--- src/sv/mefuf_pkg.sv ---
package mefuf_pkg;

  localparam int MAX_VERTICES = 1024;

  localparam int VERT_W   = 11;
  localparam int WEIGHT_W = 32;
  localparam int COUNT_W  = 10;
  localparam int VIDX_W   = $clog2(MAX_VERTICES);
  localparam int SIZE_W   = $clog2(MAX_VERTICES + 1);
  localparam int CMP_W    = (VERT_W > SIZE_W) ? VERT_W : SIZE_W;
  localparam int EPOCH_W  = 6;

  localparam int QDEPTH = 2;
  localparam int QPTR_W = (QDEPTH > 1) ? $clog2(QDEPTH) : 1;
  localparam int QCNT_W = $clog2(QDEPTH + 1);

  localparam int APB_ADDR_W = 3;
  localparam int APB_DATA_W = 32;
  localparam int REG_IDX_W  = APB_ADDR_W - 2;

  localparam logic [REG_IDX_W-1:0] REG_VERTEX_COUNT   = '0;
  localparam logic [VERT_W-1:0]    VERTEX_COUNT_RESET = VERT_W'(1024);
  localparam logic [VIDX_W-1:0]    LAST_VIDX          = VIDX_W'(MAX_VERTICES - 1);

  typedef enum logic [1:0] {
    ST_JOINED = 2'd0,
    ST_SAME   = 2'd1,
    ST_RANGE  = 2'd2
  } status_t;

  typedef enum logic [2:0] {
    B_CLEAR,
    B_IDLE,
    B_WALK_A,
    B_WALK_B,
    B_LINK_ROOT,
    B_LINK_CHILD
  } back_state_t;

  typedef struct packed {
    logic [VERT_W-1:0]          node_a;
    logic [VERT_W-1:0]          node_b;
    logic signed [WEIGHT_W-1:0] weight;
    logic                       last;
    logic                       range_err;
    logic [VIDX_W-1:0]          a_idx;
    logic [VIDX_W-1:0]          b_idx;
  } item_t;

  typedef struct packed {
    logic [EPOCH_W-1:0] tag;
    logic [VIDX_W-1:0]  parent;
    logic [SIZE_W-1:0]  size;
  } mem_word_t;

endpackage

--- src/sv/mefuf_front.sv ---
module mefuf_front import mefuf_pkg::*; (
  input  logic                       clk,
  input  logic                       rst,
  input  logic                       start,
  output logic                       busy,
  input  logic [VERT_W-1:0]          node_a,
  input  logic [VERT_W-1:0]          node_b,
  input  logic signed [WEIGHT_W-1:0] edge_weight,
  input  logic                       last_edge,
  input  logic                       psel,
  input  logic                       penable,
  input  logic                       pwrite,
  input  logic [APB_ADDR_W-1:0]      paddr,
  input  logic [APB_DATA_W-1:0]      pwdata,
  output logic [APB_DATA_W-1:0]      prdata,
  output logic                       pready,
  input  logic                       q_full,
  input  logic                       clearing,
  output logic                       push,
  output item_t                      item
);

  logic [VERT_W-1:0] vertex_count;
  logic [CMP_W-1:0]  limit;
  logic [CMP_W-1:0]  a_ext;
  logic [CMP_W-1:0]  b_ext;
  logic              reg_hit;

  assign pready  = 1'b1;
  assign reg_hit = (paddr[APB_ADDR_W-1:2] == REG_VERTEX_COUNT);

  always_ff @(posedge clk) begin
    if (rst) begin
      vertex_count <= VERTEX_COUNT_RESET;
    end else if (psel && penable && pwrite && pready && reg_hit) begin
      vertex_count <= pwdata[VERT_W-1:0];
    end
  end

  assign prdata = reg_hit ? APB_DATA_W'(vertex_count) : '0;

  assign busy = q_full | clearing;
  assign push = start & ~busy;

  always_comb begin
    limit = CMP_W'(vertex_count);
    if (limit > CMP_W'(MAX_VERTICES)) begin
      limit = CMP_W'(MAX_VERTICES);
    end
    a_ext = CMP_W'(node_a);
    b_ext = CMP_W'(node_b);
    item.node_a    = node_a;
    item.node_b    = node_b;
    item.weight    = edge_weight;
    item.last      = last_edge;
    item.range_err = (node_a == '0) || (node_b == '0) || (a_ext > limit) || (b_ext > limit);
    item.a_idx     = VIDX_W'(node_a - VERT_W'(1));
    item.b_idx     = VIDX_W'(node_b - VERT_W'(1));
  end

endmodule

--- config.mk ---
export PLATFORM = sky130hd
export DESIGN_NAME = mefuf_front
export DESIGN_NICKNAME = d
export VERILOG_FILES = /design/src/sv/mefuf_pkg.sv /design/src/sv/mefuf_front.sv
export SDC_FILE = /design/constraint.sdc
export NUM_CORES = 1
export LEC_CHECK = 0
export CAP_MARGIN = 10
export CORE_AREA = 2 2 80 82
export DETAILED_ROUTE_END_ITERATION = 12
export DIE_AREA = 0 0 82 84
export DONT_BUFFER_PORTS = 1
export PLACE_DENSITY = 0.53
export SYNTH_ARGS = -nofsm -noshare
export SYNTH_HDL_FRONTEND = slang
export SYNTH_SLANG_ARGS = --single-unit
--- constraint.sdc ---
create_clock -name clk -period 5.3 [get_ports clk]
set_input_delay 1.06 -clock clk [delete_from_list [all_inputs] [get_ports clk]]
set_output_delay 1.06 -clock clk [all_outputs]
set_load 0.03 [all_outputs]
==> results of run 1 <==
==> final timing paths <==
check,startpoint,endpoint,slack (ns),cells past startpoint
worst min-delay path,vertex_count[0],vertex_count[0],0.47,2
worst max-delay path,node_a[0],item[18],1.65,5
worst max register to register,vertex_count[10],vertex_count[10],4.20,3
worst min register to register,vertex_count[0],vertex_count[0],0.47,2
==> cell type report <==
cell class	count	share of cell area
clock buffers	4	0.0290
multi-input cells	179	0.743
flip-flops and latches	11	0.142
well taps	77	0.0620
inverters	10	0.0242
==> routing by layer <==
metal,share of wire,global-route usage
met5,0,0
met2,0.47,0.180
met3,0.083,0.0206
met1,0.43,0.141
met4,0.0078,0.0424
==> placed cells by master (no fill, tap or decap), types with 2 or more instances in the layout <==
master	n
a211o_1	2
a21o_1	2
a21oi_1	18
clkbuf_8	3
conb_1	22
dfxtp_1	11
ha_1	24
inv_1	10
nand2_1	36
nand3_1	2
nand3b_1	4
nand4_1	6
nor2_1	10
nor2b_1	11
nor3_1	4
nor4_1	3
o21ai_0	3
o31ai_1	2
or4_4	2
xnor2_1	2
xor2_1	11
==> through the flow <==
step | hold slack [ns] | instances | utilization | instance area, µm²
5_1_grt | 0.480 | 281 | 0.255 | 1550
2_1_floorplan | 0.440 | 281 | - | 2000
3_5_place_dp | 0.464 | 277 | 0.247 | 1510
6_report | 0.471 | 281 | 0.255 | 1550
4_1_cts | 0.474 | 281 | 0.255 | 1550
3_3_place_gp | 0.459 | 277 | 0.247 | 1510
==> kinds of logic (layout without fill, tap and decap cells) <==
group | count (synthesis) | in the layout | share of synthesized area
flops | 11 | 11 | 0.114
fa+ha+maj | 24 | 24 | 0.156
buf+inv | 91 | 14 | 0.327
xor+xnor | 13 | 13 | 0.0590
simple gates | 89 | 89 | 0.246
other cells | 2 | 22 | 0.00389
compound gates | 31 | 31 | 0.0947
==> power groups by stage <==
stage	combinational (mW)	sequential (mW)	clock [mW]
after floorplan	0.179	0.0872	0
after global placement	0.0926	0.0879	0
after detailed placement	0.0941	0.0878	0
after CTS	0.0943	0.0862	0.0846
after global routing	0.103	0.0863	0.0906
final	0.0936	0.0862	0.0822
==> critical path: stages <==
cell and delay [ns]:
inv_1 0.24, ha_1 0.27, nand3b_1 0.16, nor4_1 0.28, xor2_1 0.56
==> flow_summary_export.csv, run 1 <==
group,metric,value,unit
worst_setup_path,worstSetupPathType,"in2out",
die,coreArea,6100,µm²
sta,slew_headroom,0.548,
power,ir_worst_vdd,0.124,mV
clock_network,cts-root-buf,"clkbuf_8",
die,die_area,6890,µm²
die,die_w,82,µm
detailed_routing,vias_per_cell,4.78,
detailed_routing,vias,1344,
worst_setup_path,critPathLaunchType,"input pin",
global_route,grt_max_degree,14,
power,sw_frac_of_total,0.396,
clock_network,clk_pin_slew,0.05,ns
power,p_total,262,µW
yosys,synth-seq-area-share,0.114,
sta,fin_crit_sh,0.688,
yosys,synth_largest_area_cell,"buf_4",
die,fp-row-count,29,
outcome,outcome,"complete, no violations",
sta,finalHoldViolCount,0,
sta,tns,0,ns
power,p_switching,104,µW
clock_network,postCtsSetupBuffers,0,
finish,drive_gt1_frac,0.0490,
yosys,ys_async_sr_fraction,0,
placement,hpwl,3.37,mm
sta,setup_slack,1.65,ns
power,seqPwrFrac,0.329,
yosys,synth-edff-count,0,
finish,reg_top3,"vertex_count: 11 flops",
yosys,yosysUniqueCellTypes,37,
clock_network,clock_path_buffers,2,
global_route,antenna_found_initial,0,
placement,place_congestion,0.725,
detailed_routing,postRouteWirelength,3.97,mm
worst_setup_path,arrival,2.59,ns
finish,ff_latch_area,220,µm²
power,pwr_density_cell,169,nW/µm²
clock_network,cts.repair.resized,0,
detailed_routing,drc,0,
yosys,yosysWarnings,0,
clock_network,postCtsHoldBufs,0,
worst_setup_path,end_kind,"output pin",
global_route,grt_pass1_vias,1259,
worst_setup_path,worstPathRequired,4.24,ns
placement,dpl_worst_slack,1.60,ns
clock_network,cts_buffers,3,
worst_setup_path,crit_fanout,4,
sta,report.final.slew_viol_count,0,
clock_network,clock_latency,0.23,ns
finish,syn_to_final_growth,-19.5,%
finish,n_fill_cell,707,
flow_run,cap_violations,0,
yosys,synth_area,1930,µm²
clock_network,cts_htree_levels,1,
yosys,yosysMostFrequentCell,"buf_4",
finish,regMostFlops,"vertex_count",
clock_network,cts_tree,"built",
min_path,worstHoldPathType,"reg2reg",
yosys,yosys_most_used_dff,"dfxtp_1",
die,pin_count,209,
finish,diodes,0,
detailed_routing,drt_iter0_drc,36,
finish,multi_input_comb_area,1150,µm²
sta,setup_viol,0,
detailed_routing,drtPass1Iterations,6,
sta,rsz0062_at_grt,"no",
sta,tightestPinTransition,0.673,ns
detailed_routing,ant_nets,0,
power,p_int,158,µW
global_route,track_usage,0.110,
die,die_height,84,µm
sta,skew,0,ns
yosys,syn_area_per_cell,7.39,µm²
yosys,synth_top_area_frac,0.300,
power,p_clk_frac,0.314,
power,p_comb_frac,0.357,
finish,largest_reg_flops,11,
finish,layout.nets,327,
clock_network,clkSinkCount,11,
power,p_leak,0.652,nW
die,start_util,0.317,
detailed_routing,wl_per_cell,14.1,µm
sta,max_freq,274,MHz
sta,min_period,3.65,ns
yosys,ys_ff_latch,11,
yosys,synthCells,261,
yosys,synth_area_leaders,"buf_4 (30%), ha_1 (16%), dfxtp_1 (11%), nand2_1 (7.0%), xor2_1 (5.0%)",
global_route,grt.overflow.total,0,
placement,io_buffers,0,
global_route,grt_pass1_wl,5.94,mm
yosys,netlist_top_cells_count,"buf_4 (77), nand2_1 (36), ha_1 (24), a21oi_1 (18)",
No activity file was read; power rests on OpenSTA's default activity.
==> inputs of run 2 (changes only) <==
--- a/config.mk
+++ b/config.mk
@@ -5,12 +5,13 @@
 export SDC_FILE = /design/constraint.sdc
 export NUM_CORES = 1
 export LEC_CHECK = 0
+export ABC_AREA = 1
 export CAP_MARGIN = 10
-export CORE_AREA = 2 2 80 82
+export CORE_AREA = 2 2 81 83
 export DETAILED_ROUTE_END_ITERATION = 12
-export DIE_AREA = 0 0 82 84
+export DIE_AREA = 0 0 83 85
 export DONT_BUFFER_PORTS = 1
-export PLACE_DENSITY = 0.53
+export PLACE_DENSITY = 0.56
 export SYNTH_ARGS = -nofsm -noshare
 export SYNTH_HDL_FRONTEND = slang
 export SYNTH_SLANG_ARGS = --single-unit
==> constraint.sdc (replaced) <==
create_clock -name clk -period 3.2 [get_ports clk]
set_input_delay 0.64 -clock clk [delete_from_list [all_inputs] [get_ports clk]]
set_output_delay 0.64 -clock clk [all_outputs]
set_load 0.03 [all_outputs]
==> flow_summary_export.csv, run 2 <==
group,metric,value,unit
worst_setup_path,reg2reg_depth,2,
yosys,ys_async_sr_fraction,0,
sta,min_period,2.82,ns
worst_setup_path,worstPathRequired,2.56,ns
global_route,grt.overflow.total,0,
die,die_area,7060,µm²
finish,mostFrequentLayoutCell,"nand2_1",
die,die_w,83,µm
clock_network,postCtsSetupBuffers,0,
sta,max_freq,355,MHz
yosys,synth-seq-area-share,0.105,
sta,report.final.slew_viol_count,0,
clock_network,clock_latency,0.23,ns
power,pwr_density_cell,279,nW/µm²
yosys,synth_area_leaders,"buf_4 (28%), ha_1 (14%), dfxtp_1 (11%), nand2_1 (9.0%), inv_1 (7.4%)",
die,fp-row-count,29,
global_route,antenna_found_initial,0,
die,pin_count,209,
worst_setup_path,r2r_end,"vertex_count[9]",
finish,multi_input_comb_area,1200,µm²
finish,largest_reg_flops,11,
clock_network,cts_buffers,3,
worst_setup_path,crit_fanout,8,
die,coreArea,6200,µm²
yosys,ys_ff_latch,11,
global_route,grt_pass1_vias,1264,
yosys,synth_largest_area_cell,"buf_4",
placement,hpwl,3.75,mm
yosys,yosysWarnings,0,
detailed_routing,vias_per_cell,4.45,
detailed_routing,vias,1527,
sta,tightestPinTransition,0.655,ns
worst_setup_path,arrival,2.18,ns
sta,skew,0,ns
yosys,synth_area,2090,µm²
finish,final-instance-count-excl-fill,343,
placement,io_buffers,0,
finish,layout.nets,389,
finish,regMostFlops,"vertex_count",
outcome,outcome,"complete, no violations",
placement,dpl_worst_slack,0.512,ns
power,p_leak,0.951,nW
sta,setup_viol,0,
finish,utilization,0.289,
yosys,yosys_most_used_dff,"dfxtp_1",
sta,tns,0,ns
sta,fin_crit_sh,0.880,
sta,setup_slack,0.384,ns
detailed_routing,drc,0,
clock_network,clock_path_buffers,2,
clock_network,clkSinkCount,11,
die,die_height,85,µm
clock_network,clk_pin_slew,0.05,ns
detailed_routing,wl_per_cell,12.1,µm
sta,fin_hold_ws,0.503,ns
yosys,syn_area_per_cell,6.68,µm²
min_path,worstHoldPathType,"reg2reg",
yosys,yosysMostFrequentCell,"buf_4",
worst_setup_path,rr_startpoint,"vertex_count[9]",
detailed_routing,postRouteWirelength,4.16,mm
worst_setup_path,worstSetupEndpoint,"item[20]",
detailed_routing,ant_nets,0,
placement,dpl.cell_count,339,
yosys,synth-edff-count,0,
worst_setup_path,end_kind,"output pin",
clock_network,postCtsHoldBufs,0,
sta,finalHoldViolCount,0,
finish,mostFrequentLayoutCells,"nand2_1 (50), inv_1 (41), nor2_1 (30)",
detailed_routing,drt_iter0_drc,70,
placement,place_congestion,0.775,
clock_network,cts_htree_levels,1,
placement,placed_area,1740,µm²
sta,rsz0062_at_grt,"no",
global_route,track_usage,0.111,
global_route,grt_max_degree,23,
power,ir_worst_vdd,0.209,mV
die,start_util,0.337,
worst_setup_path,critPathLaunchType,"register",
finish,reg_top3,"vertex_count: 11 flops",
worst_setup_path,r2r_slack,2.57,ns
clock_network,cts-root-buf,"clkbuf_8",
yosys,synth_top_area_frac,0.277,
finish,ff_latch_area,220,µm²
worst_setup_path,startpoint,"vertex_count[8]",
yosys,yosysUniqueCellTypes,29,
sta,slew_headroom,0.562,
detailed_routing,drtPass1Iterations,4,
worst_setup_path,worstSetupPathType,"reg2out",
flow_run,cap_violations,0,
yosys,netlist_top_cells_count,"buf_4 (77), nand2_1 (50), inv_1 (41), nor2_1 (30), ha_1 (24)",
power,p_total,500,µW
finish,syn_to_final_growth,-14.3,%
clock_network,cts_tree,"built",
finish,final_area,1790,µm²
finish,diodes,0,
yosys,synthCells,313,
global_route,grt_pass1_wl,6.47,mm
finish,n_fill_cell,695,
finish,drive_gt1_frac,0.120,
## run 2: layer usage
metal / vias up / global-route usage / wire, µm
met1: 652 / 0.148 / 1920
li1: 784 / - / -
met5: - / 0 / 0
met3: 13 / 0.0204 / 287
met2: 78 / 0.187 / 1890
met4: 0 / 0.0283 / 61
## run 2: worst min-delay path by stage
stage / from / cells past startpoint / slack [ns] / end
2_1_floorplan: vertex_count[2] / 2 / 0.46 / vertex_count[2]
3_3_place_gp: vertex_count[9] / 2 / 0.49 / vertex_count[9]
3_5_place_dp: vertex_count[2] / 2 / 0.49 / vertex_count[2]
6_report: vertex_count[2] / 2 / 0.50 / vertex_count[2]
5_1_grt: vertex_count[2] / 2 / 0.53 / vertex_count[2]
4_1_cts: vertex_count[2] / 2 / 0.50 / vertex_count[2]
## run 2: kinds of logic after synthesis
kind of cell	share of synthesized area
buf+inv	0.360
simple gates	0.236
compound gates	0.0850
fa+ha+maj	0.144
xor+xnor	0.0659
flops	0.105
other cells	0.00359
## run 2: worst max-delay path: stages, from the launching register on
cell and delay [ns]:
dfxtp_1 0.31, inv_1 0.10, nand4_1 0.11, nor2_1 0.09, nand4_1 0.09, nand2_2 0.14
nand2_1 0.13, ha_1 0.31, nand2_1 0.07, nor2_1 0.13, and2_1 0.14, nand2_1 0.05
nand3_1 0.06, nand2_1 0.06, nand3_2 0.16
## run 2: cell type report
type | count | area share
tap | 77 | 0.0538
multi-input combinational | 199 | 0.668
timing repair buffer | 10 | 0.0419
inverter | 42 | 0.0881
clock buffer | 4 | 0.0252
sequential | 11 | 0.123
## run 2: power breakdown
part           internal, mW  switching [mW]  total (mW)
combinational        0.0587           0.160       0.219
sequential            0.142         0.00293       0.145
clock                0.0871          0.0483       0.135
total                 0.288           0.211       0.500
## run 2: repair_timing
item,4_1_cts,5_1_grt
endpoints found under the hold margin,0,0
setup endpoints to repair,0,1
resized for setup,0,1
