**config.mk**
```make
export PLATFORM = sky130hd
export DESIGN_NAME = mefuf_queue
export DESIGN_NICKNAME = d
export VERILOG_FILES = /design/src/sv/mefuf_pkg.sv /design/src/sv/mefuf_queue.sv
export SDC_FILE = /design/constraint.sdc
export NUM_CORES = 1
export LEC_CHECK = 0
export BUFFER_PORTS_ARGS = -buffer_cell sky130_fd_sc_hd__buf_2
export CAP_MARGIN = 20
export CORE_ASPECT_RATIO = 1.25
export CORE_MARGIN = 1
export CORE_UTILIZATION = 45
export DETAILED_ROUTE_END_ITERATION = 12
export GPL_TIMING_DRIVEN = 0
export PLACE_DENSITY = 0.75
export SLEW_MARGIN = 20
export SYNTH_ARGS = -nofsm -noshare
export SYNTH_HDL_FRONTEND = slang
export SYNTH_SLANG_ARGS = --single-unit
```
**constraint.sdc**
```tcl
create_clock -name clk -period 5.4 [get_ports clk]
set_input_delay 0.27 -clock clk [delete_from_list [all_inputs] [get_ports clk]]
set_output_delay 0.27 -clock clk [all_outputs]
set_load 0.05 [all_outputs]
```
**src/sv/mefuf_pkg.sv**
```systemverilog
package mefuf_pkg;

  localparam int MAX_VERTICES = 1024;

  localparam int VERT_W   = 11;
  localparam int WEIGHT_W = 32;
  localparam int COUNT_W  = 10;
  localparam int VIDX_W   = $clog2(MAX_VERTICES);
  localparam int SIZE_W   = $clog2(MAX_VERTICES + 1);
  localparam int CMP_W    = (VERT_W > SIZE_W) ? VERT_W : SIZE_W;
  localparam int EPOCH_W  = 6;

  localparam int QDEPTH = 2;
  localparam int QPTR_W = (QDEPTH > 1) ? $clog2(QDEPTH) : 1;
  localparam int QCNT_W = $clog2(QDEPTH + 1);

  localparam int APB_ADDR_W = 3;
  localparam int APB_DATA_W = 32;
  localparam int REG_IDX_W  = APB_ADDR_W - 2;

  localparam logic [REG_IDX_W-1:0] REG_VERTEX_COUNT   = '0;
  localparam logic [VERT_W-1:0]    VERTEX_COUNT_RESET = VERT_W'(1024);
  localparam logic [VIDX_W-1:0]    LAST_VIDX          = VIDX_W'(MAX_VERTICES - 1);

  typedef enum logic [1:0] {
    ST_JOINED = 2'd0,
    ST_SAME   = 2'd1,
    ST_RANGE  = 2'd2
  } status_t;

  typedef enum logic [2:0] {
    B_CLEAR,
    B_IDLE,
    B_WALK_A,
    B_WALK_B,
    B_LINK_ROOT,
    B_LINK_CHILD
  } back_state_t;

  typedef struct packed {
    logic [VERT_W-1:0]          node_a;
    logic [VERT_W-1:0]          node_b;
    logic signed [WEIGHT_W-1:0] weight;
    logic                       last;
    logic                       range_err;
    logic [VIDX_W-1:0]          a_idx;
    logic [VIDX_W-1:0]          b_idx;
  } item_t;

  typedef struct packed {
    logic [EPOCH_W-1:0] tag;
    logic [VIDX_W-1:0]  parent;
    logic [SIZE_W-1:0]  size;
  } mem_word_t;

endpackage

```
**src/sv/mefuf_queue.sv**
```systemverilog
module mefuf_queue import mefuf_pkg::*; (
  input  logic  clk,
  input  logic  rst,
  input  logic  push,
  input  item_t push_item,
  input  logic  pop,
  output item_t head,
  output logic  empty,
  output logic  full
);

  item_t             slots [QDEPTH];
  logic [QPTR_W-1:0] wr_ptr;
  logic [QPTR_W-1:0] rd_ptr;
  logic [QCNT_W-1:0] count;
  logic              do_push;
  logic              do_pop;

  assign empty   = (count == '0);
  assign full    = (count == QCNT_W'(QDEPTH));
  assign do_push = push && !full;
  assign do_pop  = pop && !empty;
  assign head    = slots[rd_ptr];

  always_ff @(posedge clk) begin
    if (do_push) begin
      slots[wr_ptr] <= push_item;
    end
  end

  always_ff @(posedge clk) begin
    if (rst) begin
      wr_ptr <= '0;
      rd_ptr <= '0;
      count  <= '0;
    end else begin
      if (do_push) begin
        wr_ptr <= (wr_ptr == QPTR_W'(QDEPTH - 1)) ? '0 : wr_ptr + QPTR_W'(1);
      end
      if (do_pop) begin
        rd_ptr <= (rd_ptr == QPTR_W'(QDEPTH - 1)) ? '0 : rd_ptr + QPTR_W'(1);
      end
      if (do_push && !do_pop) begin
        count <= count + QCNT_W'(1);
      end else if (do_pop && !do_push) begin
        count <= count - QCNT_W'(1);
      end
    end
  end

endmodule

```
==> results of run 1 <==
==> area by class of cell <==
cell class              count  area (µm²)
fillers                   960        4880
flip-flops and latches    157        4660
multi-input cells          94         968
repair buffers            159         826
clock buffers              19         433
clock inverters            11         218
well taps                 164         205
plain buffers               8        67.6
inverters                   2        10.0
==> worst max-delay path by stage <==
stage,start,to,slack [ns],cells after the start
floorplan,count[1],slots[1][0],2.44,3
global placement,count[0],slots[1][18],1.63,3
detailed placement,count[0],slots[0][18],3.44,4
CTS,flip-flop,head[14],3.32,4
global route,flip-flop,head[35],3.28,4
finish,flip-flop,head[14],3.38,4
==> per-layer routing <==
metal | track usage [%] | routed length [µm]
met1 | 15.6 | 3540
met5 | 0 | 0
met4 | 7.56 | 176
met3 | 6.16 | 781
met2 | 27.7 | 5250
==> report_power, final <==
| group | switching (W) | total (W) | internal [W] |
|---|---|---|---|
| clock network | 0.000437 | 0.00130 | 0.000862 |
| logic | 0.00102 | 0.00142 | 0.000401 |
| registers | 0.0000425 | 0.00157 | 0.00153 |
==> through the flow <==
step / setup slack (ns) / instance area (µm²) / hold WS, ns / cells / total power [W]
after floorplan: 2.44 / 5710 / 0.339 / 261 / 0.00272
after global placement: 1.63 / 6700 / 0.457 / 582 / 0.00301
after detailed placement: 3.44 / 6740 / 0.461 / 584 / 0.00304
after CTS: 3.32 / 7390 / 0.0276 / 614 / 0.00434
after global routing: 3.28 / 7390 / 0.0238 / 614 / 0.00446
final: 3.38 / 7390 / 0.0493 / 614 / 0.00429
==> cells in the final DEF (no fill, tap or decap), types with 4 or more instances in the layout <==
master,n
buf_2,160
buf_6,4
mux2_2,76
nor2_1,5
clkbuf_16,17
dfxtp_1,5
bufinv_16,6
edfxtp_1,152
==> state kept, by name, summed over array words and instances, names as in the netlist, named ones only <==
signal / flops
slots: 152
rd_ptr: 1
count: 2
wr_ptr: 1
==> critical path, delay by kind of cell, from the launching register on <==
| kind | cells | cell delay (ns) |
|---|---|---|
| buffers and inverters | 3 | 0.63 |
| flip-flops | 1 | 0.37 |
| multiplexers | 1 | 0.35 |
==> cell families (layout without fill, tap and decap cells) <==
logic type               Yosys count  after routing  synth area share, %
AO/OA/AOI/OAI                      5              5                0.439
XOR/XNOR                           3              3                0.461
buffers and inverters             10            199                 1.32
adder cells (fa/ha/maj)            1              1                0.219
AND/OR/NAND/NOR                    9              9                0.812
multiplexers                      76             76                 15.0
flip-flops                       157            157                 81.8
==> results.toml, run 1 <==
[global_routing]
grt_start_max_net_pins = 43
grt_remaining_overflow = 0
groute.usage.overall_pct = 15.6
first_global_vias = 3127
antenna_found_initial = 0
first_pass_grt_wire_length_um = 14800

[critical_path]
critical_path_arrival_ns = 1.75
worstSetupPathType = "flip-flop to output pin"
critical_path.cell_chain = "buf_4, buf_6, mux2_2, buf_2"
worst_r2r_endpoint = "slots[0][59]"
r2r_setup_slack_ns = 3.46
worstReg2RegStart = "count[0]"
setup.worst_path.start_class = "flip-flop"
reg2reg_depth = 4
worst_path_max_delay_cell = "dfxtp_1"
critPathRequiredTime_ns = 5.13
cp_slowest_stage_delay_ns = 0.37
end_kind = "output pin"
worst-path-max-fanout = 10

[logic_synthesis]
most_used_standard_cell_by_instance_count_after_synthesis = "edfxtp_1"
synth_largest_area_cell = "edfxtp_1"
dominantRegCellSynth = "edfxtp_1"
synth_largest_type_area_fraction_pct = 80.0
synth_async_sr_flop_share_pct = 0
synth_warnings = 0
netlist_instances = 261
portion_of_the_post_synthesis_area_used_by_sequential_elements_pct = 81.8
mapped_cell_area_mm2 = 0.00571
synth_seq_cells = 157
synthTopCellsByArea = "edfxtp_1 80%, mux2_2 15%, dfxtp_1 1.8%, buf_6 0.79%, xor2_1 0.46%"
synth_common_cells = "152 x edfxtp_1, 76 x mux2_2, 5 x dfxtp_1, 5 x nor2_1, 4 x buf_6"
post_syn_area_per_cell_um2 = 21.9
syn-num-nets = 342
synth_edf_count = 152
yosysUniqueCellTypes = 15

[finish]
area_growth_from_synthesis_to_final_layout_pct = 29.6
fin_nets = 520
drive_gt1_share_pct = 60.7
antenna_cells_inserted = 0
fin_util_pct = 60.2

[sta]
final_min_period_over_clock_period_pct = 37.5
finalHoldViolCount = 0
relSlewSlack_pct = 65.4
grt_setup_unrepaired = "no"
maxClockFrequency_ghz = 0.494
setup_tns_ns = 0
report.final.setup_viol = 0
clock_skew_ns = 0.00929
layout_min_cycle_time_ns = 2.02
slew_at_the_pin_closest_to_its_max_slew_limit_ns = 0.519
slew_violations = 0

[routing]
wl_per_instance_um = 15.9
wirelength_um = 9750
drt-pass1-iter-count = 4
final_antenna_net_count = 0
detail_route.drc_violations = 0
drt-initial-drc-count = 81
detailroute.via_count = 2948
via_per_inst = 4.80

[worst_hold_path]
whs_path_depth = 1
hold_start = "push_item[68]"
timing.hold.worst_endpoint = "slots[1][68]"
worst_hold_path_type = "primary input to flip-flop"

[floorplan]
fp.dieArea_mm2 = 0.0131
fp.dieH_um = 128
site_rows = 45
io_pins = 158
initial_utilization_pct = 46.5
chipWidth_um = 103
design.core.area_mm2 = 0.0123

[cts]
clk-insertion-delay-late_ns = 0.41
clock-sinks = 157
numCtsBuffers = 17
postCtsResizedCells = 0
clkTransAtPathRegs_ns = 0.06
clock_tree.htree_level_count = 4
tritoncts = "done"
hold_buffers = 0
cts.root.buffer_cell = "clkbuf_16"
buffers_inserted_by_post_cts_timing_repair = 0
clk_path_buf_depth = 2

[placed_design]
routabilityCongestion = 0.704
dp.final_hpwl_um = 6610
quantity_of_i_o_buffers_inserted_on_ports = 157

[pwr]
power.static_leakage_nw = 2.79
powerDensity_mw_per_mm2 = 580
peakVddDrop_mv = 0.261

[job]
maxCapViolations = 0

[run_status]
status = "complete, no violations"
Note: power is estimated with default switching activity, not from simulation.
==> inputs of run 2 (changes only) <==
--- a/config.mk
+++ b/config.mk
@@ -12,7 +12,7 @@
 export CORE_UTILIZATION = 45
 export DETAILED_ROUTE_END_ITERATION = 12
 export GPL_TIMING_DRIVEN = 0
-export PLACE_DENSITY = 0.75
+export PLACE_DENSITY = 0.78
 export SLEW_MARGIN = 20
 export SYNTH_ARGS = -nofsm -noshare
 export SYNTH_HDL_FRONTEND = slang
==> constraint.sdc (replaced) <==
create_clock -name clk -period 1.8 [get_ports clk]
set_input_delay 0.09 -clock clk [delete_from_list [all_inputs] [get_ports clk]]
set_output_delay 0.09 -clock clk [all_outputs]
set_load 0.05 [all_outputs]
==> run 2 against run 1 <==
Compared with the run above:
- die area unchanged
- clock-buffer cell count down 2
- combinational power grew to 3.2 times the previous value
- core utilization increased by 6.3 points
- register-to-register slack lost 3.4 ns
- first-iteration DRC count is 44% higher
- clock power increased to 2.7 times the previous value
- setup slack worse by 3.3 ns
- sequential share of layout area decreased by 5.9 points
- critical path depth down 1
- non-clock buffer count rose by 80
- highest routed layer unchanged
==> results.toml, run 2 (synthesis results as in run 1) <==
[global_routing]
groute.usage.overall_pct = 17.7
first_global_vias = 3566
antenna_found_initial = 0
first_pass_grt_wire_length_um = 16900
grt_start_max_net_pins = 39
grt_remaining_overflow = 0

[sta]
slew_violations = 0
report.final.setup_viol = 0
layout_min_cycle_time_ns = 1.72
clock_skew_ns = 0.00542
relSlewSlack_pct = 63.3
maxClockFrequency_ghz = 0.580
grt_setup_unrepaired = "no"
final_min_period_over_clock_period_pct = 95.8
finalHoldViolCount = 0
slew_at_the_pin_closest_to_its_max_slew_limit_ns = 0.551

[routing]
drt-pass1-iter-count = 4
via_per_inst = 4.75
wl_per_instance_um = 16.3
detailroute.via_count = 3305
detail_route.drc_violations = 0
drt-initial-drc-count = 117
final_antenna_net_count = 0
wirelength_um = 11300

[placed_design]
dp.final_hpwl_um = 6380
quantity_of_i_o_buffers_inserted_on_ports = 157
routabilityCongestion = 0.664

[critical_path]
worstSetupPathType = "flip-flop to output pin"
critPathRequiredTime_ns = 1.71
worst-path-max-fanout = 10
setup.worst_path.start_class = "flip-flop"
critical_path_arrival_ns = 1.63
worstReg2RegStart = "count[1]"
r2r_setup_slack_ns = 0.09
worst_r2r_endpoint = "slots[0][64]"
end_kind = "output pin"
reg2reg_depth = 4

[finish]
antenna_cells_inserted = 0
largest-register = "slots"
area_growth_from_synthesis_to_final_layout_pct = 43.2
drive_gt1_share_pct = 53.2
final.fill_count = 879
fin_util_pct = 66.6
layout_common_cells = "152 x buf_2, 152 x edfxtp_1, 77 x dlygate4sd3_1"
largest_registers = "slots x152, count x2"
fin_nets = 602
largest_register_ffs = 152

[pwr]
peakVddDrop_mv = 1.02
power.total_w = 0.0128
powerDensity_mw_per_mm2 = 1560
power.static_leakage_nw = 3.11

[cts]
numCtsBuffers = 17
tritoncts = "done"
clk_path_buf_depth = 2
clkTransAtPathRegs_ns = 0.06
clock-sinks = 157
cts.root.buffer_cell = "clkbuf_16"
clk-insertion-delay-late_ns = 0.40
clock_tree.htree_level_count = 4

[worst_hold_path]
hold_start = "push"
whs_path_depth = 4
worst_hold_path_type = "primary input to flip-flop"
timing.hold.worst_endpoint = "wr_ptr"

[floorplan]
io_pins = 158
chipWidth_um = 103
fp.dieH_um = 128
fp.dieArea_mm2 = 0.0131
initial_utilization_pct = 46.5
design.core.area_mm2 = 0.0123
site_rows = 45

[job]
maxCapViolations = 0

[run_status]
status = "complete, no violations"
## run 2: cell types whose count changed in the layout (fill, tap and decap cells not counted), moves of 3 or more
cell,change
dlygate4sd3_1,+77
clkinv_2,+4
buf_2,-8
dfxtp_1,-3
buf_4,+8
bufinv_16,-3
## run 2: final cells by class
type                       instances  area [µm²]  share of cell area, %
timing repair inverter             1        5.00                 0.0613
clock inverter                    13         151                   1.85
inverter                           2        11.3                  0.138
tap                              164         205                   2.51
timing repair buffer             239        1640                   20.1
buffer                             8        75.1                  0.919
clock buffer                      17         425                   5.21
sequential                       157        4670                   57.2
multi-input combinational         95         987                   12.1
## run 2: worst max-delay path by stage
stage	depth (start not counted)	slack, ns	startpoint	end
after floorplan	3	-0.57	count[1]	slots[0][0]
after global placement	3	-0.93	count[1]	slots[0][18]
after detailed placement	3	-0.11	count[0]	slots[1][15]
after CTS	4	0.02	flip-flop	head[14]
after global routing	4	0.003	count[0]	slots[0][64]
final	3	0.08	flip-flop	head[4]
## run 2: power by group
part | switching, W | internal [W] | total (W)
Sequential | 0.000144 | 0.00460 | 0.00475
Combinational | 0.00313 | 0.00142 | 0.00455
Clock | 0.00132 | 0.00215 | 0.00347
## run 2: critical path: stages, from the launching register on
cell and delay (ns):
dfxtp_4 0.37, buf_2 0.27, mux2_2 0.38, buf_2 0.21
## run 2: what timing repair did
| action | 4_1_cts | 5_1_grt |
|---|---|---|
| endpoints found under the hold margin | 157 | 0 |
| cloned | 3 | 0 |
| setup buffers | 2 | 0 |
| hold buffers | 77 | 0 |
| resized for setup | 3 | 18 |
| endpoints found under the setup margin | 161 | 36 |
| pin swaps | 1 | 0 |
## run 2: routing by layer
layer,global-route usage [%],share of wire (%),up-vias
met5,0,0,-
met4,5.71,1.1,0
met3,5.29,5.3,10
met2,33.6,55,111
met1,18.1,38,1632
li1,-,-,1552
## run 2: stage by stage
| stage | hold slack, ns | setup TNS [ns] | setup WS, ns | instance area (µm²) | std cells |
|---|---|---|---|---|---|
| after floorplan | 0.152 | -43.30 | -0.570 | 5720 | 261 |
| after global placement | 0.278 | -76.31 | -0.928 | 6720 | 582 |
| after detailed placement | 0.281 | -9.84 | -0.106 | 6760 | 584 |
| after CTS | 0.0672 | 0 | 0.0158 | 8140 | 696 |
| after global routing | 0.142 | 0 | 0.00319 | 8170 | 696 |
| final | 0.0914 | 0 | 0.0756 | 8170 | 696 |
==> inputs of run 3 (changes only) <==
--- a/config.mk
+++ b/config.mk
@@ -12,7 +12,7 @@
 export CORE_UTILIZATION = 45
 export DETAILED_ROUTE_END_ITERATION = 12
 export GPL_TIMING_DRIVEN = 0
-export PLACE_DENSITY = 0.78
+export PLACE_DENSITY = 0.75
 export SLEW_MARGIN = 20
 export SYNTH_ARGS = -nofsm -noshare
 export SYNTH_HDL_FRONTEND = slang
==> constraint.sdc (replaced) <==
create_clock -name clk -period 1.6 [get_ports clk]
set_input_delay 0.08 -clock clk [delete_from_list [all_inputs] [get_ports clk]]
set_output_delay 0.08 -clock clk [all_outputs]
set_load 0.05 [all_outputs]
==> run 3 against run 2 <==
Compared with the run above:
- the flow now finishes with violations (setup timing)
- first-iteration DRC count fell by 1.7%
- global-route usage grew 3.1 points
- hold slack improved by 0.039 ns
- core utilization is 10 points higher
- critical path depth grew 2
- clock skew increased by 0.0078 ns
- largest power group is now combinational cells
==> results.toml, run 3 (synthesis results as in run 1) <==
[cts]
numCtsBuffers = 17
tritoncts = "done"
clkTransAtPathRegs_ns = 0.07
cts.root.buffer_cell = "clkbuf_16"
clock-sinks = 157
clk_path_buf_depth = 2
clk-insertion-delay-late_ns = 0.41
clock_tree.htree_level_count = 4

[placed_design]
dp.final_hpwl_um = 6290
place.detailed.instances = 584
quantity_of_i_o_buffers_inserted_on_ports = 157
routabilityCongestion = 0.650

[pwr]
powerDensity_mw_per_mm2 = 1820
power.static_leakage_nw = 3.68
power.total_w = 0.0172
sw_frac_of_total_pct = 34.1
sequentialPowerShare_pct = 31.4
power_frac_clock_pct = 25.3
p_comb_share_pct = 43.3
cell_internal_pwr_w = 0.0113
switching_power_w = 0.00585
peakVddDrop_mv = 1.10

[sta]
report.final.setup_viol = 73
maxClockFrequency_ghz = 0.577
relSlewSlack_pct = 79.7
slew_at_the_pin_closest_to_its_max_slew_limit_ns = 0.303
grt_setup_unrepaired = "yes"
final_min_period_over_clock_period_pct = 108
finalHoldViolCount = 0
clock_skew_ns = 0.0132
layout_setup_ws_ns = -0.132
layout_min_cycle_time_ns = 1.73
hold_ws_ns = 0.131
slew_violations = 0

[floorplan]
initial_utilization_pct = 46.5
fp.dieArea_mm2 = 0.0131
io_pins = 158
chipWidth_um = 103
design.core.area_mm2 = 0.0123
site_rows = 45
fp.dieH_um = 128

[finish]
drive_gt1_share_pct = 55.3
layout_common_cells = "152 x edfxtp_1, 91 x buf_2, 77 x dlygate4sd3_1"
antenna_cells_inserted = 0
fin_nets = 622
largest_register_ffs = 152
largest-register = "slots"
post_layout_nonfiller_instances = 717
area_growth_from_synthesis_to_final_layout_pct = 65.1
mostFrequentLayoutCell = "edfxtp_1"
largest_registers = "slots x152, count x2"

[routing]
via_per_inst = 4.88
wirelength_um = 13900
detail_route.drc_violations = 0
wl_per_instance_um = 19.4
detailroute.via_count = 3499
drt-initial-drc-count = 115
drt-pass1-iter-count = 4
final_antenna_net_count = 0

[global_routing]
groute.usage.overall_pct = 20.8
grt_remaining_overflow = 0
grt_start_max_net_pins = 31
first_global_vias = 3909
first_pass_grt_wire_length_um = 19600
antenna_found_initial = 0

[critical_path]
critical_path.cell_chain = "buf_12, buf_6, buf_6, mux2_4, buf_8"
worst-path-max-fanout = 6
setup.worst_path.start_class = "flip-flop"
cp_slowest_stage_delay_ns = 0.40
end_kind = "output pin"
worstSetupPathType = "flip-flop to output pin"
critical_path_arrival_ns = 1.65
worst_path_most_repeated_cell = "buf_6"
worst_path_max_delay_cell = "dfxtp_4"
critPathRequiredTime_ns = 1.52

[run_status]
failed_checks = "setup timing"
status = "complete, but fails checks"

[worst_hold_path]
worst_hold_path_type = "primary input to flip-flop"

[job]
maxCapViolations = 0
run 3: cell types whose count changed in the layout (fill, tap and decap cells not counted), sizes merged:
cell,before,now
clkinvlp,3,4
buf,168,186
and2,2,4
bufinv,3,5
clkinv,9,4
inv,1,4
run 3: per-layer routing:
| metal | wire [µm] | part of all wire (%) | vias up | GRT usage [%] |
|---|---|---|---|---|
| met5 | 0 | 0 | - | 0 |
| met4 | 277 | 2.0 | 0 | 8.82 |
| met3 | 771 | 5.6 | 24 | 5.29 |
| met2 | 7830 | 56 | 143 | 38.7 |
| met1 | 5000 | 36 | 1741 | 21.8 |
| li1 | - | - | 1591 | - |
run 3: power by group through the flow:
stage / Sequential, W / Combinational [W] / Clock, W
6_report: 0.00540 / 0.00744 / 0.00434
3_3_place_gp: 0.00541 / 0.00475 / 0
3_5_place_dp: 0.00541 / 0.00486 / 0
5_1_grt: 0.00544 / 0.00771 / 0.00454
2_1_floorplan: 0.00537 / 0.00382 / 0
4_1_cts: 0.00536 / 0.00691 / 0.00438
run 3: critical path: cells and delay by family (launching register included):
family                 cells  cell delay (ns)
flip-flops                 1             0.40
multiplexers               1             0.32
buffers and inverters      4             0.51
run 3: repair_timing:
item / in CTS / in global routing
setup buffers: 8 / 7
gates cloned: 9 / 3
hold endpoints to repair: 157 / 0
resized for setup: 221 / 45
hold buffers: 77 / 0
endpoints found under the setup margin: 228 / 142
pin swaps: 3 / 1
run 3: area by class of cell:
| class | count | area, µm² |
|---|---|---|
| Buffer | 8 | 138 |
| Clock buffer | 17 | 425 |
| Clock inverter | 14 | 216 |
| Fill cell | 699 | 2850 |
| Inverter | 2 | 11.3 |
| Multi-Input combinational cell | 97 | 1190 |
| Sequential cell | 157 | 4680 |
| Tap cell | 164 | 205 |
| Timing Repair Buffer | 257 | 2550 |
| Timing Repair inverter | 1 | 7.51 |
run 3: path summary, 6_finish.rpt:
kind,start,endpoint,slack (ns),depth (start not counted)
max,flip-flop,head[61],-0.13,5
min,pop,flip-flop,0.13,4
max reg2reg,count[1],slots[0][48],0,5
min reg2reg,rd_ptr,flip-flop,0.51,2
run 3: per-stage QoR:
| step | util (%) | TNS, ns | setup slack, ns | cell area (µm²) |
|---|---|---|---|---|
| global placement | 54.7 | -106.24 | -1.13 | 6720 |
| CTS | 74.6 | -7.67 | -0.186 | 9160 |
| finish | 76.8 | -5.73 | -0.132 | 9420 |
| global route | 76.8 | -9.76 | -0.179 | 9420 |
| floorplan | - | -61.80 | -0.770 | 5720 |
| detailed placement | 55.0 | -39.37 | -0.300 | 6760 |
